$ cat config.mk
export PLATFORM = sky130hd
export DESIGN_NAME = valve_pulse_sequencer
export DESIGN_NICKNAME = d
export VERILOG_FILES = /design/src/design/vps_pkg.sv /design/src/design/vps_cfg.sv /design/src/design/vps_core.sv /design/src/design/vps_out.sv /design/src/design/valve_pulse_sequencer.sv
export VERILOG_INCLUDE_DIRS = /design/src /design/src/design
export SDC_FILE = /design/constraint.sdc
export NUM_CORES = 1
export LEC_CHECK = 0
export BUFFER_PORTS_ARGS = -buffer_cell sky130_fd_sc_hd__buf_2
export CORE_MARGIN = 4
export CORE_UTILIZATION = 60
export DETAILED_ROUTE_END_ITERATION = 8
export HOLD_SLACK_MARGIN = 0.15
export PLACE_DENSITY = 0.79
export SYNTH_ARGS = -nofsm -noshare
export SYNTH_HDL_FRONTEND = slang
export SYNTH_HIERARCHICAL = 1
export SYNTH_SLANG_ARGS = --single-unit
$ cat constraint.sdc
create_clock -name clk_i -period 7.1 [get_ports clk_i]
set_input_delay 1.775 -clock clk_i [delete_from_list [all_inputs] [get_ports clk_i]]
set_output_delay 1.775 -clock clk_i [all_outputs]
set_load 0.1 [all_outputs]
$ cat src/design/valve_pulse_sequencer_macros.svh
// assertion macros for the valve pulse sequencer
`ifndef VALVE_PULSE_SEQUENCER_MACROS_SVH
`define VALVE_PULSE_SEQUENCER_MACROS_SVH

// checked on every clock edge outside reset
`define VPS_ASSERT(name, prop, msg) \
  name: assert property (@(posedge clk_i) disable iff (!rst_ni) prop) else $error(msg);

// checked on every clock edge, reset included
`define VPS_ASSERT_ALWAYS(name, prop, msg) \
  name: assert property (@(posedge clk_i) prop) else $error(msg);

`endif

$ cat src/design/vps_pkg.sv
// shared types, constants and helpers of the valve pulse sequencer
package vps_pkg;

  localparam int NUM_VALVES = 16;
  localparam int TICK_MS    = 10;
  localparam int MS_PER_S   = 1000;
  localparam int CMP_W      = 16 + $clog2(TICK_MS + 1);

  localparam logic [15:0] USABLE_MASK = 16'((32'h1 << NUM_VALVES) - 1);

  localparam logic [7:0] REG_VALVE_MASK = 8'd0;
  localparam logic [7:0] REG_PULSE_MS   = 8'd1;
  localparam logic [7:0] REG_INTERVAL_S = 8'd2;
  localparam logic [7:0] REG_ROUNDS     = 8'd3;

  typedef struct packed {
    logic [15:0] valve_enable_mask;
    logic [8:0]  pulse_time_ms;
    logic [6:0]  interval_time_s;
    logic [6:0]  round_count;
  } cfg_t;

  typedef struct packed {
    logic [15:0] valve_drive;
    logic [3:0]  active_valve;
    logic [2:0]  phase_code;
    logic        report_pressure;
    logic        report_valve_state;
    logic        feedback_enable;
    logic [6:0]  rounds_left;
  } result_t;

  // index of the lowest set bit, 15 when bits 0 to 14 are all clear
  function automatic logic [3:0] lowest_set(logic [15:0] m);
    logic [3:0] idx;
    idx = 4'd15;
    for (int i = 15; i >= 0; i--) begin
      if (m[i]) idx = 4'(i);
    end
    return idx;
  endfunction

endpackage

$ cat src/design/vps_cfg.sv
// configuration registers with range checks
module vps_cfg (
  input  logic          clk_i,
  input  logic          rst_ni,
  input  logic          cfg_valid_i,
  output logic          cfg_ready_o,
  input  logic [7:0]    cfg_index_i,
  input  logic [15:0]   cfg_data_i,
  output vps_pkg::cfg_t cfg_o
);
  import vps_pkg::*;

  cfg_t cfg_q;
  cfg_t cfg_d;
  logic wr;

  assign cfg_ready_o = 1'b1;
  assign wr          = cfg_valid_i && cfg_ready_o;

  always_comb begin
    cfg_d = cfg_q;
    if (wr) begin
      case (cfg_index_i)
        REG_VALVE_MASK: cfg_d.valve_enable_mask = cfg_data_i;
        REG_PULSE_MS: begin
          if (cfg_data_i[8:0] >= 9'd30 && cfg_data_i[8:0] <= 9'd300)
            cfg_d.pulse_time_ms = cfg_data_i[8:0];
        end
        REG_INTERVAL_S: begin
          if (cfg_data_i[6:0] >= 7'd1 && cfg_data_i[6:0] <= 7'd100)
            cfg_d.interval_time_s = cfg_data_i[6:0];
        end
        REG_ROUNDS: begin
          if (cfg_data_i[6:0] >= 7'd3 && cfg_data_i[6:0] <= 7'd100)
            cfg_d.round_count = cfg_data_i[6:0];
        end
        default: cfg_d = cfg_q;
      endcase
    end
  end

  always_ff @(posedge clk_i or negedge rst_ni) begin
    if (!rst_ni) begin
      cfg_q.valve_enable_mask <= 16'd0;
      cfg_q.pulse_time_ms     <= 9'd30;
      cfg_q.interval_time_s   <= 7'd1;
      cfg_q.round_count       <= 7'd3;
    end else begin
      cfg_q <= cfg_d;
    end
  end

  assign cfg_o = cfg_q;

endmodule

$ cat src/design/vps_core.sv
// sequencer state and one-step next-state logic
module vps_core (
  input  logic             clk_i,
  input  logic             rst_ni,
  input  logic             step_i,
  input  logic             start_req_i,
  input  logic             tick_i,
  input  vps_pkg::cfg_t    cfg_i,
  output vps_pkg::result_t result_o
);
  import vps_pkg::*;

  typedef enum logic [2:0] {
    PH_IDLE     = 3'd0,
    PH_START    = 3'd1,
    PH_SELECT   = 3'd2,
    PH_PULSE    = 3'd3,
    PH_RELEASE  = 3'd4,
    PH_INTERVAL = 3'd5,
    PH_ROUND    = 3'd6,
    PH_END      = 3'd7
  } phase_e;

  phase_e      phase_q, phase_d;
  logic [15:0] mask_q, mask_d;
  logic [6:0]  rounds_q, rounds_d;
  logic [3:0]  valve_q, valve_d;
  logic [15:0] pulse_ticks_q, pulse_ticks_d;
  logic [15:0] ival_ticks_q, ival_ticks_d;
  logic [15:0] drive_q, drive_d;
  logic        fb_q, fb_d;

  logic [15:0]      pulse_inc, ival_inc;
  logic [CMP_W-1:0] pulse_elapsed, ival_elapsed, ival_limit;
  logic [3:0]       sel_idx;
  logic             rep_p, rep_v;

  always_comb begin
    pulse_inc = pulse_ticks_q;
    if (tick_i && phase_q == PH_PULSE && pulse_ticks_q != 16'hFFFF)
      pulse_inc = pulse_ticks_q + 16'd1;
    ival_inc = ival_ticks_q;
    if (tick_i && phase_q == PH_INTERVAL && ival_ticks_q != 16'hFFFF)
      ival_inc = ival_ticks_q + 16'd1;
  end

  assign pulse_elapsed = CMP_W'(pulse_inc) * CMP_W'(TICK_MS);
  assign ival_elapsed  = CMP_W'(ival_inc) * CMP_W'(TICK_MS);
  assign ival_limit    = CMP_W'(cfg_i.interval_time_s) * CMP_W'(MS_PER_S);
  assign sel_idx       = lowest_set(mask_q);

  always_comb begin
    phase_d       = phase_q;
    mask_d        = mask_q;
    rounds_d      = rounds_q;
    valve_d       = valve_q;
    pulse_ticks_d = pulse_inc;
    ival_ticks_d  = ival_inc;
    drive_d       = drive_q;
    fb_d          = fb_q;
    rep_p         = 1'b0;
    rep_v         = 1'b0;
    case (phase_q)
      PH_IDLE: begin
        if (start_req_i) phase_d = PH_START;
      end
      PH_START: begin
        rounds_d = cfg_i.round_count;
        mask_d   = cfg_i.valve_enable_mask & USABLE_MASK;
        phase_d  = PH_SELECT;
      end
      PH_SELECT: begin
        if (mask_q == 16'd0) begin
          phase_d = PH_ROUND;
        end else begin
          mask_d        = mask_q & ~(16'd1 << sel_idx);
          valve_d       = sel_idx;
          drive_d       = drive_q | (16'd1 << sel_idx);
          rep_p         = 1'b1;
          pulse_ticks_d = 16'd0;
          phase_d       = PH_PULSE;
        end
      end
      PH_PULSE: begin
        rep_p = 1'b1;
        if (pulse_elapsed >= CMP_W'(cfg_i.pulse_time_ms)) begin
          pulse_ticks_d = 16'd0;
          phase_d       = PH_RELEASE;
        end
      end
      PH_RELEASE: begin
        rep_v        = 1'b1;
        drive_d      = drive_q & ~(16'd1 << valve_q);
        fb_d         = 1'b1;
        ival_ticks_d = 16'd0;
        phase_d      = PH_INTERVAL;
      end
      PH_INTERVAL: begin
        if (ival_elapsed >= ival_limit) begin
          ival_ticks_d = 16'd0;
          phase_d      = (mask_q == 16'd0) ? PH_ROUND : PH_SELECT;
        end
      end
      PH_ROUND: begin
        if (rounds_q > 7'd1) begin
          rounds_d = rounds_q - 7'd1;
          mask_d   = cfg_i.valve_enable_mask & USABLE_MASK;
          phase_d  = PH_SELECT;
        end else begin
          rounds_d = 7'd0;
          phase_d  = PH_END;
        end
      end
      default: phase_d = PH_IDLE;
    endcase
  end

  always_ff @(posedge clk_i or negedge rst_ni) begin
    if (!rst_ni) begin
      phase_q       <= PH_IDLE;
      mask_q        <= 16'd0;
      rounds_q      <= 7'd0;
      valve_q       <= 4'd0;
      pulse_ticks_q <= 16'd0;
      ival_ticks_q  <= 16'd0;
      drive_q       <= 16'd0;
      fb_q          <= 1'b0;
    end else if (step_i) begin
      phase_q       <= phase_d;
      mask_q        <= mask_d;
      rounds_q      <= rounds_d;
      valve_q       <= valve_d;
      pulse_ticks_q <= pulse_ticks_d;
      ival_ticks_q  <= ival_ticks_d;
      drive_q       <= drive_d;
      fb_q          <= fb_d;
    end
  end

  always_comb begin
    result_o.valve_drive        = drive_d;
    result_o.active_valve       = valve_d;
    result_o.phase_code         = phase_q;
    result_o.report_pressure    = rep_p;
    result_o.report_valve_state = rep_v;
    result_o.feedback_enable    = fb_d;
    result_o.rounds_left        = rounds_d;
  end

endmodule

$ cat src/design/vps_out.sv
// result register between the step logic and the output channel
module vps_out (
  input  logic             clk_i,
  input  logic             rst_ni,
  input  logic             in_valid_i,
  output logic             in_ready_o,
  input  vps_pkg::result_t result_i,
  output logic             out_valid_o,
  input  logic             out_ready_i,
  output vps_pkg::result_t result_o
);
  import vps_pkg::*;

  logic    valid_q, valid_d;
  result_t data_q;
  logic    load;

  assign in_ready_o = !valid_q || out_ready_i;
  assign load       = in_valid_i && in_ready_o;

  always_comb begin
    valid_d = valid_q;
    if (load) valid_d = 1'b1;
    else if (out_ready_i) valid_d = 1'b0;
  end

  always_ff @(posedge clk_i or negedge rst_ni) begin
    if (!rst_ni) begin
      valid_q <= 1'b0;
    end else begin
      valid_q <= valid_d;
    end
  end

  always_ff @(posedge clk_i) begin
    if (load) data_q <= result_i;
  end

  assign out_valid_o = valid_q;
  assign result_o    = data_q;

endmodule

$ cat src/design/valve_pulse_sequencer.sv
// top level of the valve pulse sequencer
//
//   channel | direction | handshake            | payload
//   cfg     | in        | cfg_valid/cfg_ready  | cfg_index, cfg_data
//   in      | in        | in_valid/in_ready    | start_req, tick
//   out     | out       | out_valid/out_ready  | valve_drive .. rounds_left
//
// one step per cycle unless the output stalls: each input transaction runs one phase of the sequencer
// and its result is in the output register on the next cycle
// the output register sets the pace: input is stalled only while a result waits
// configuration writes are taken every cycle, cfg_ready is always high
// reset clears the sequencer to idle and the registers to their defaults
module valve_pulse_sequencer (
  input  logic        clk_i,
  input  logic        rst_ni,
  input  logic        cfg_valid_i,
  output logic        cfg_ready_o,
  input  logic [7:0]  cfg_index_i,
  input  logic [15:0] cfg_data_i,
  input  logic        in_valid_i,
  output logic        in_ready_o,
  input  logic        start_req_i,
  input  logic        tick_i,
  output logic        out_valid_o,
  input  logic        out_ready_i,
  output logic [15:0] valve_drive_o,
  output logic [3:0]  active_valve_o,
  output logic [2:0]  phase_code_o,
  output logic        report_pressure_o,
  output logic        report_valve_state_o,
  output logic        feedback_enable_o,
  output logic [6:0]  rounds_left_o
);
  import vps_pkg::*;

  `include "valve_pulse_sequencer_macros.svh"

  cfg_t    cfg;
  result_t step_res;
  result_t out_res;
  logic    step;

  assign step = in_valid_i && in_ready_o;

  vps_cfg u_cfg (
    .clk_i       (clk_i),
    .rst_ni      (rst_ni),
    .cfg_valid_i (cfg_valid_i),
    .cfg_ready_o (cfg_ready_o),
    .cfg_index_i (cfg_index_i),
    .cfg_data_i  (cfg_data_i),
    .cfg_o       (cfg)
  );

  vps_core u_core (
    .clk_i       (clk_i),
    .rst_ni      (rst_ni),
    .step_i      (step),
    .start_req_i (start_req_i),
    .tick_i      (tick_i),
    .cfg_i       (cfg),
    .result_o    (step_res)
  );

  vps_out u_out (
    .clk_i       (clk_i),
    .rst_ni      (rst_ni),
    .in_valid_i  (in_valid_i),
    .in_ready_o  (in_ready_o),
    .result_i    (step_res),
    .out_valid_o (out_valid_o),
    .out_ready_i (out_ready_i),
    .result_o    (out_res)
  );

  assign valve_drive_o        = out_res.valve_drive;
  assign active_valve_o       = out_res.active_valve;
  assign phase_code_o         = out_res.phase_code;
  assign report_pressure_o    = out_res.report_pressure;
  assign report_valve_state_o = out_res.report_valve_state;
  assign feedback_enable_o    = out_res.feedback_enable;
  assign rounds_left_o        = out_res.rounds_left;

  `VPS_ASSERT(a_step_gives_result, step |=> out_valid_o, "accepted step produced no result")
  `VPS_ASSERT(a_one_coil, out_valid_o |-> $countones(valve_drive_o) <= 1, "more than one coil driven")
  `VPS_ASSERT(a_pressure_coil, out_valid_o && report_pressure_o |-> valve_drive_o[active_valve_o], "pressure report without the active coil on")
  `VPS_ASSERT(a_release_feedback, out_valid_o && report_valve_state_o |-> feedback_enable_o, "release without feedback enabled")

endmodule

# Yosys cells after proc, flatten, opt, wreduce, memory -nomap -nowiden
# Cells that the tools add are included.
# word_totals
out_inout_bits	36
in_bits	31
register_bits	152
# classes
n_bitwise	5
n_eq_ne	16
addsub	3
n_lt_le_gt_ge	8
mul	3
reduce_logical	21
n_mux	44
n_shift	2
# ops
op	count
$mux 16	8
$pmux 16 s2	3
$mux 4	16
$pmux 16 s3	1
$mul 16x3->19 const B	2
$add 16x1->16 const B	2
$and 16x16->16	2
$ne 16x16->1 const B	2
$not 16->16	2
$shl 1x4->16 const A	2
$pmux 3 s7	1
$ge 20x17->1	1
$ge 20x9->1	1
$mux 3	6
$eq 8x2->1 const B	2
$logic_not 16->1	1
$or 16x16->16	1
$mul 7x7->14 const B	1
$pmux 7 s2	1
$eq 3x3->1 const B	3
$ge 9x5->1 const B	1
$le 9x9->1 const B	1
$reduce_and 3->1	3
$eq 8x1->1 const B	1
21 further kinds	38

# Depth between registers and ports, before layout
# Gate-level depths: netlist (run 1).
# logic_depth
word_depth	20
mapped_depth	28

# Hierarchy
# Netlist (run 1), hierarchy kept.
# by_module_without_submodules
mod	instances	seq_area_each_um2	area_each_um2	cells_each
vps_core	1	1976.9	8091.5	950
vps_cfg	1	984.7	1690.4	111
vps_out	1	1016.0	1044.8	37
valve_pulse_sequencer	1	0.0	6.3	1

# Worst setup path before layout (run 1)
# No wires, ideal clock.
# synth_path
path_kind	input -> register
startpoint	in tick_i
endpoint	reg u_core.ival_ticks_q[12]
required_ns	6.959
path_slack_ns	0.434
t_arrival_ns	6.526
cell_stages	23
cell_sequence	nand4b_1 -> nor2_1 -> nand2_1 -> nor3_1 -> and3_1 -> xor2_1 -> ha_1 -> ha_1 -> or3_1 -> a41oi_1 -> nor2b_1 -> o21ai_0 -> nand2b_1 -> a21oi_1 -> xnor2_1 -> ha_1 -> nand3_1 -> or4_1 -> o2111ai_1 -> a21oi_2 -> nor2_1 -> clkbuf_1 -> o22ai_1
# synth_via
elab_chain_len	7
# synth_rtl
item	line_no	rtl
from (decl)	valve_pulse_sequencer.sv:23	input logic tick_i,
$logic_and 1x1->1 (*) (2 in a row)	vps_core.sv:43	if (tick_i && phase_q == PH_INTERVAL && ival_ticks_q != 16'hFFFF)
$mux 16 (*)	vps_core.sv:43	
$mul 16x3->19	vps_core.sv:48	assign ival_elapsed = CMP_W'(ival_inc) * CMP_W'(TICK_MS);
$ge 20x17->1	vps_core.sv:99	if (ival_elapsed >= ival_limit) begin
$mux 16	vps_core.sv:99	
$pmux 16 s2 (*)	vps_core.sv:63	case (phase_q)
to (signal assigned)	vps_core.sv:134	ival_ticks_q <= ival_ticks_d;
to (decl)	vps_core.sv:29	logic [15:0] ival_ticks_q, ival_ticks_d;
# Every way passes the cells marked *; elsewhere a longest branch is shown, timed or not.
# A chain may end at the register's enable or synchronous reset.

# Final worst setup path (run 1)
# layout_path
startpoint	in tick_i
endpoint	reg u_core.phase_q[1]
# layout_via
elab_chain_len	7
elab_cells_between_ends	13
cone_classes	mul: 2; order compare: 2; eq/ne: 2; mux: 2; reduce/logical: 5
# layout_rtl
item	line_no	rtl
$logic_and 1x1->1, on equally long branches (2 in a row)	vps_core.sv:40, vps_core.sv:43	
$mux 16, on equally long branches	vps_core.sv:40, vps_core.sv:43	
$mul 16x3->19, on equally long branches	vps_core.sv:47, vps_core.sv:48	
$ge 20x9->1 / $ge 20x17->1 (equally long branches)	vps_core.sv:86, vps_core.sv:99	
$ne 2x2->1 (no source line)	--	
$reduce_and 4->1 (no source line) (*)	--	
to (signal assigned)	vps_core.sv:129	phase_q <= phase_d;
to (decl)	vps_core.sv:24	phase_e phase_q, phase_d;
# Marked as above.

==> impl_results.md, run 1 <==
* Post-Route WL at 25830 um
* Area of the multi-input gates at 0.006420 mm2
* Fmax achieved at 153.4 MHz
* Routed length per placed instance at 18.33 um
* Critical Path Max Stage Delay at 0.52 ns
* Register area at ~0.004 mm2
* CTS tree: yes
* First-pass GRT wire length at ~43000 um
* Power per Cell Area at roughly 350 mW/mm2
* Mapped Avg Cell Area at roughly 10 um2
* # setup viols final at 0
* EDFF count, synth at 33
* CP Cell Sequence: buf_2, nand4b_1, nor2_1, and4_1, nand3_1, xnor2_1, ha_1, ha_1, nor2b_1, o2111ai_1, nand4_1, a41oi_1, nor2b_1, o21ai_0, nand2b_1, a21oi_1, xnor2_1, ha_1, nand3_1, or4_1, o2111ai_1, o21ai_0, nor4b_1, xor2_1
* Largest net degree at the start of global routing at 69
* Vias in the first global route at 8570
* Leak Pwr at 5.656 nW
* Area growth syn-to-layout at 10.76%
* Post-CTS Setup Inserts at 0
* Actual slew at the worst max-slew pin at roughly 1.2 ns
* Initial antenna violation count at 0
* Cell Rows at 48
* Post-DR vias/cell at about 6.3
* Core Box Area at 0.01748 mm2
* Post-cts resize count at 0
* CP max FO at 4
* Syn Std Cell Area at 0.01083 mm2
* # nets final at 1338
* Hpwl dp at 18910 um
* DRC errors left at 0
* Peak VDD IR at 0.3813 mV
* Vias after detailed routing at 8845
* Register bit total from synthesis at 152
* Synth Net Count at 1266
* Share of cells above drive strength 1 at between 10% and 20%
* Die Y at 142.4 um
* Yosys cell types at 85
* Startpoint Class: primary input
* Worst-path clk slew at ~0.060 ns
* Width of the die at 142.4 um
* Detailed Routing Iterations Pass 1 at 7
* Worst Hold Class: reg -> reg
* Die area at 0.02027 mm2
* Initial Utilization at between 60 and 70%
* Seq/Total Area, Yosys at 36.72%
* Worst Clk Skew at 0.009835 ns
* Root buffer cell: clkbuf_16
* Worst endpoint required time at 7.45 ns
* Number of top-level pins at 67
* Arr. time, crit path at 6.87 ns
* Synthesized instance count at 1099
* Critical path class: in -> reg
* Worst skew pair latency at 0.43 ns
* CTS Buffer Depth at 2
* Most frequent CP cell: ha_1
* RD Place Congestion at 0.9315
* Max H-tree Level at 4
* Max Cap Viol at 0
* Cts hold-fix bufs at 0
* CP Capture Type: register
* Tcrit/Tclk final at 91.79%
* RSZ-0062 raised after global routing: false
* Max Slew Vio Count at 0
* Clk sinks at between 150 and 200
* Fillers at 1307
* GRT Total Usage at 26.13%
* Setup_tns at 0 ns
* Gr ovfl total at 0
* Slew margin rel. at 21.11%
* Total Power at slightly above 4 mW
* Outcome: completed
* Dominant synthesized flop cell: dfrtp_1
* # port buffers at 65
* Hold Fails Final Rpt at 0
* Diode count at 0
* Drt initial violations at slightly below 800
* CTS buffer count at 17
* Ys async rst share at 78.29%
* Minimum clock period after layout at 6.517 ns
* Antenna Violating Nets Remaining at 0
* Worst path slowest cell: or4_1
* Synthesis Warnings at 6
## flip-flops by register name (all words and copies together) (netlist names)
signal	cells
u_core/fb_q	1
u_out/out_valid_o	1
u_core/valve_q	4
u_core/rounds_q	7
u_core/drive_q	16
u_out/result_o	33
u_cfg/cfg_o	39
u_core/pulse_ticks_q	16
u_core/phase_q	3
u_core/mask_q	16
u_core/ival_ticks_q	16
## where the power goes
part	switching, mW	internal, mW
Combinational	1.40	0.586
Sequential	0.177	1.10
Clock	0.388	0.490
Total	1.97	2.18
## kinds of logic (layout without fill, tap and decap cells)
kind of cell | after synthesis | count (layout) | share of synthesized area [%]
xor gates and xnor gates | 54 | 54 | 4.366
muxes | 53 | 53 | 5.532
DFF | 152 | 152 | 36.72
buffers and inverters | 108 | 193 | 4.031
other | 1 | 1 | 0.03462
adders and majority gates | 136 | 136 | 17.09
and+or+nand+nor | 317 | 317 | 15.42
AOI/OAI and AO/OA | 278 | 278 | 16.81
## cells in the final DEF, fill, tap and decap left out, types with 8 or more instances in the layout
master	n
and3_1	8
edfxtp_1	33
nand2_1	87
dfrtp_1	112
nor2_1	62
o22ai_1	8
a31oi_1	10
clkbuf_16	17
nand2b_1	15
o21ai_0	109
buf_4	18
o2bb2ai_1	18
xor2_1	18
or2_2	10
o21a_1	10
a21o_1	15
a21oi_1	40
fa_1	20
nand4_1	14
o21bai_1	8
ha_1	116
nor3_1	23
xnor2_1	36
nand3_1	29
mux2_2	48
inv_1	79
nor4_1	11
buf_2	64
nor2b_1	11
## worst max-delay path, delay by kind of cell
family                   cells  cell delay [ns]
adder cells (fa/ha/maj)      3             0.90
buffers and inverters        1             0.12
AND/OR/NAND/NOR             11             2.21
XOR/XNOR                     3             0.46
AO/OA/AOI/OAI                6             1.38
## final timing paths
kind	startpoint	to	slack, ns	depth (start not counted)
max reg2reg	u_cfg/cfg_o[7]$_DFFE_PN1P_	u_core/phase_q[1]$_DFFE_PN0P_	0.84	22
min reg2reg	u_core/fb_q$_DFFE_PN0P_	u_core/fb_q$_DFFE_PN0P_	0.46	1
min in group asynchronous	rst_ni	u_core/drive_q[2]$_DFFE_PN0P_	1.47	1
min	u_core/fb_q$_DFFE_PN0P_	u_core/fb_q$_DFFE_PN0P_	0.46	1
max in group asynchronous	rst_ni	u_core/ival_ticks_q[10]$_DFFE_PN0P_	4.38	2
max	tick_i	u_core/phase_q[1]$_DFFE_PN0P_	0.58	24
## cell usage after synthesis, drive strengths merged, types with 13 or more instances
| library cell | instances | area, um2 |
|---|---|---|
| nor4 | 13 | 102.6 |
| nand3 | 29 | 145.1 |
| a21o | 16 | 121.4 |
| dfrtp | 112 | 2803 |
| inv | 79 | 296.5 |
| xor2 | 18 | 157.7 |
| nor3 | 24 | 125.1 |
| nand2 | 87 | 326.6 |
| mux2 | 49 | 555.5 |
| o2bb2ai | 18 | 157.7 |
| edfxtp | 33 | 991.0 |
| o21ai | 114 | 578.1 |
| nor2 | 64 | 250.2 |
| ha | 116 | 1451 |
| nand4 | 14 | 87.58 |
| xnor2 | 36 | 315.3 |
| nand2b | 17 | 116.4 |
| a21oi | 42 | 217.7 |
| fa | 20 | 400.4 |
| clkbuf | 19 | 72.56 |
## area by class of cell
cell class	instances	share of cell area, %
Clock buffer	17	3.545
Inverter	79	2.471
Clock inverter	15	1.189
Sequential cell	152	33.15
Tap cell	225	2.346
Multi-Input combinational cell	839	53.50
Timing Repair Buffer	82	3.796
## metal layers
layer	up-vias	part of all wire, %	wire [um]	global-route usage (%)
met4	0	2.1	543	7.604
met1	4302	43	11080	35.94
met3	51	7.6	1976	4.503
met5	-	0	0	0
met2	350	47	12240	42.83
li1	4142	-	-	-
## stage by stage
step           hold WS, ns  instance area [um2]  utilization, %  setup WS [ns]  cells
2_1_floorplan       0.4204                10830               -         0.4339   1099
3_3_place_gp        0.4306                11430           65.41         0.2618   1377
3_5_place_dp        0.4366                11430           65.41         0.1445   1377
4_1_cts             0.4507                12000           68.66         0.5598   1409
5_1_grt             0.4681                12000           68.66       0.009715   1409
6_report            0.4593                12000           68.66         0.5831   1409
(Power assumes the default switching activity.)
==> run 2: changes to the inputs <==
--- a/config.mk
+++ b/config.mk
@@ -7,7 +7,7 @@
 export NUM_CORES = 1
 export LEC_CHECK = 0
 export BUFFER_PORTS_ARGS = -buffer_cell sky130_fd_sc_hd__buf_2
-export CORE_MARGIN = 4
+export CORE_MARGIN = 2
 export CORE_UTILIZATION = 60
 export DETAILED_ROUTE_END_ITERATION = 8
 export HOLD_SLACK_MARGIN = 0.15
==> run 2 against run 1 <==
  * Hold slack got worse by 0.0068 ns
  * Via count increased by 0.17%
  * First-iteration DRC count increased by 10%
  * Die area decreased by 5.5%
  * Critical path depth unchanged
  * Clock power increased by 6.9%
  * Worst setup slack got worse by 0.29 ns
==> impl_results.md, run 2 (synthesis gave the netlist of run 1 again) <==
* Area growth syn-to-layout at 10.93%
* Post-Route WL at 25900 um (+0.24%)
* Slew margin rel. at 22.75% (+1.6 points)
* Outcome: completed
* # port buffers at 65 (unchanged)
* Peak VDD IR at 0.3442 mV (-9.7%)
* Max Cap Viol at 0 (unchanged)
* DRC errors left at 0 (unchanged)
* Core Box Area at 0.01784 mm2 (+2.1%)
* Hold path startpoint: u_core/fb_q$_DFFE_PN0P_
* RD Place Congestion at 0.8621 (-7.5%)
* Cell Rows at 49 (+2.1%)
* Post-Layout Cell Count at 1407 (-0.14%)
* Arr. time, crit path at 7.11 ns (+0.24 ns)
* Minimum clock period after layout at 6.804 ns (+0.2870 ns)
* Initial Utilization at 60.72% (-1.3 points)
* Vias after detailed routing at 8860 (+0.17%)
* Reg2reg setup slack at 0.80 ns (-0.04 ns)
* Width of the die at 138.4 um (-2.8%)
* Die Y at 138.4 um (-2.8%)
* GRT Total Usage at 27.17% (+1.0 points)
* Post-DR vias/cell at 6.297 (+0.31%)
* Number of top-level pins at 67 (unchanged)
* Most common cell after layout, fill and taps aside: ha_1
* Detailed Routing Iterations Pass 1 at 6 (-1)
* Placed cell count at 1373 (-0.29%)
* Critical path class: in -> reg
* Die area at 0.01915 mm2 (-5.5%)
* Largest net degree at the start of global routing at 69 (unchanged)
* # setup viols final at 0 (unchanged)
* CTS Buffer Depth at 2 (unchanged)
* Power per Cell Area at 347.4 mW/mm2 (+0.59%)
* Fin worst setup slack at 0.2961 ns (-0.2870 ns)
* Antenna Violating Nets Remaining at 0 (unchanged)
* Routed length per placed instance at 18.40 um (+0.38%)
* Max FFs per register at 39 (unchanged)
* Cts hold-fix bufs at 0 (unchanged)
* Worst skew pair latency at 0.43 ns (about the same)
* Max Slew Vio Count at 0 (unchanged)
* Initial antenna violation count at 0 (unchanged)
* R2r endpoint: u_core/phase_q[0]$_DFFE_PN0P_
* Clk sinks at 152 (unchanged)
* Setup_tns at 0 ns (unchanged)
* Pre-CTS setup slack at 0.1366 ns (-0.007898 ns)
* Share of cells above drive strength 1 at 17.32% (-0.17 points)
* Leak Pwr at 5.651 nW (about the same)
* Diode count at 0 (unchanged)
* Hold Fails Final Rpt at 0 (unchanged)
* Startpoint Class: primary input
* Hold path cells at 1 (unchanged)
* Worst Clk Skew at 0.01430 ns (+0.004468 ns)
* Gr ovfl total at 0 (unchanged)
* Hold EP: u_core/fb_q$_DFFE_PN0P_
* Util after Layout at 67.35% (-1.3 points)
* Worst R2R Start: u_core/phase_q[0]$_DFFE_PN0P_
* Commonest non-fill, non-tap cells in the layout: 116 x ha_1, 112 x dfrtp_1, 109 x o21ai_0
* Tcrit/Tclk final at 95.83% (+4.0 points)
* Worst Reg-to-Reg Cells at 23 (+4.5%)
* Fillers at 1347 (+3.1%)
* First-pass GRT wire length at 42660 um (-0.23%)
* CTS tree: yes
* Actual slew at the worst max-slew pin at 1.154 ns (-0.02457 ns)
* Worst-path clk slew at 0.06 ns (about the same)
* CP Capture Type: register
* Worst Hold Class: reg -> reg
* Root buffer cell: clkbuf_16
* Vias in the first global route at 8534 (-0.42%)
* Drt initial violations at 874 (+10%)
* Fmax achieved at 147.0 MHz (-4.2%)
* # nets final at 1332 (-0.45%)
* Max H-tree Level at 4 (unchanged)
* CP max FO at 4 (unchanged)
* CTS buffer count at 17 (unchanged)
* Worst endpoint required time at 7.41 ns (-0.04 ns)
* Hpwl dp at 18590 um (-1.7%)
-- run 2: cell count changes in the layout (fill, tap and decap cells not counted), moves of 2 or more --
| cell | change |
|---|---|
| buf_4 | -6 |
| inv_8 | +3 |
| clkinv_1 | -2 |
| clkinv_4 | -2 |
| inv_6 | -2 |
-- run 2: how the worst max path moves through the flow --
stage / from / to / slack (ns) / cells past startpoint
2_1_floorplan: tick_i / u_core/ival_ticks_q[12]$_DFFE_PN0P_ / 0.43 / 23
3_3_place_gp: tick_i / u_core/phase_q[1]$_DFFE_PN0P_ / 0.29 / 23
3_5_place_dp: tick_i / u_core/ival_ticks_q[1]$_DFFE_PN0P_ / 0.14 / 25
4_1_cts: tick_i / u_core/ival_ticks_q[6]$_DFFE_PN0P_ / 0.43 / 25
5_1_grt: tick_i / u_core/phase_q[0]$_DFFE_PN0P_ / -0.03 / 24
6_report: tick_i / u_core/phase_q[0]$_DFFE_PN0P_ / 0.30 / 24
-- run 2: critical path, stage by stage --
cell	delay (ns)
buf_2	0.11
nand4b_1	0.15
nor2_1	0.29
and4_1	0.34
nand3_1	0.15
xnor2_2	0.23
ha_1	0.27
ha_1	0.34
nor2b_1	0.16
o2111ai_1	0.24
nand4_1	0.17
a41oi_1	0.30
nor2b_1	0.10
o21ai_0	0.17
nand2b_1	0.08
a21oi_1	0.18
xnor2_1	0.09
ha_1	0.29
nand3_1	0.10
or4_1	0.53
o2111ai_1	0.33
o21ai_0	0.21
nor3_2	0.18
mux2_4	0.31
-- run 2: metrics by stage --
step	hold slack (ns)	area [um2]	power, mW
6_report	0.4525	12020	4.174
3_5_place_dp	0.4378	11380	3.182
5_1_grt	0.4746	12020	4.410
3_3_place_gp	0.4306	11380	3.130
4_1_cts	0.4521	11990	4.145
2_1_floorplan	0.4204	10830	2.717
-- run 2: where the power goes --
part | leakage [nW] | switching (mW) | internal (mW) | total (mW)
combinational | 3.47 | 1.37 | 0.583 | 1.96
clock | 0.294 | 0.403 | 0.536 | 0.939
sequential | 1.89 | 0.181 | 1.10 | 1.28
total | 5.65 | 1.96 | 2.22 | 4.17
-- run 2: repair_timing --
action | 4_1_cts | 5_1_grt
setup buffers | 0 | 2
hold endpoints to repair | 0 | 0
endpoints found under the setup margin | 0 | 14
resized for setup | 0 | 2
-- run 2: area by class of cell --
class	count	area [um2]	area share [%]
multi-input combinational	839	6434	53.54
sequential	152	3978	33.10
clock inverter	14	182.7	1.520
clock buffer	18	429.2	3.571
inverter	79	296.5	2.468
timing repair buffer	76	410.4	3.415
tap	229	286.5	2.384
-- run 2: layer usage --
layer / vias up / track usage (%) / wire length [um]
li1: 4131 / - / -
met1: 4323 / 37.46 / 11550
met2: 375 / 44.22 / 12360
met3: 31 / 5.438 / 1660
met4: 0 / 7.250 / 325
met5: - / 0 / 0
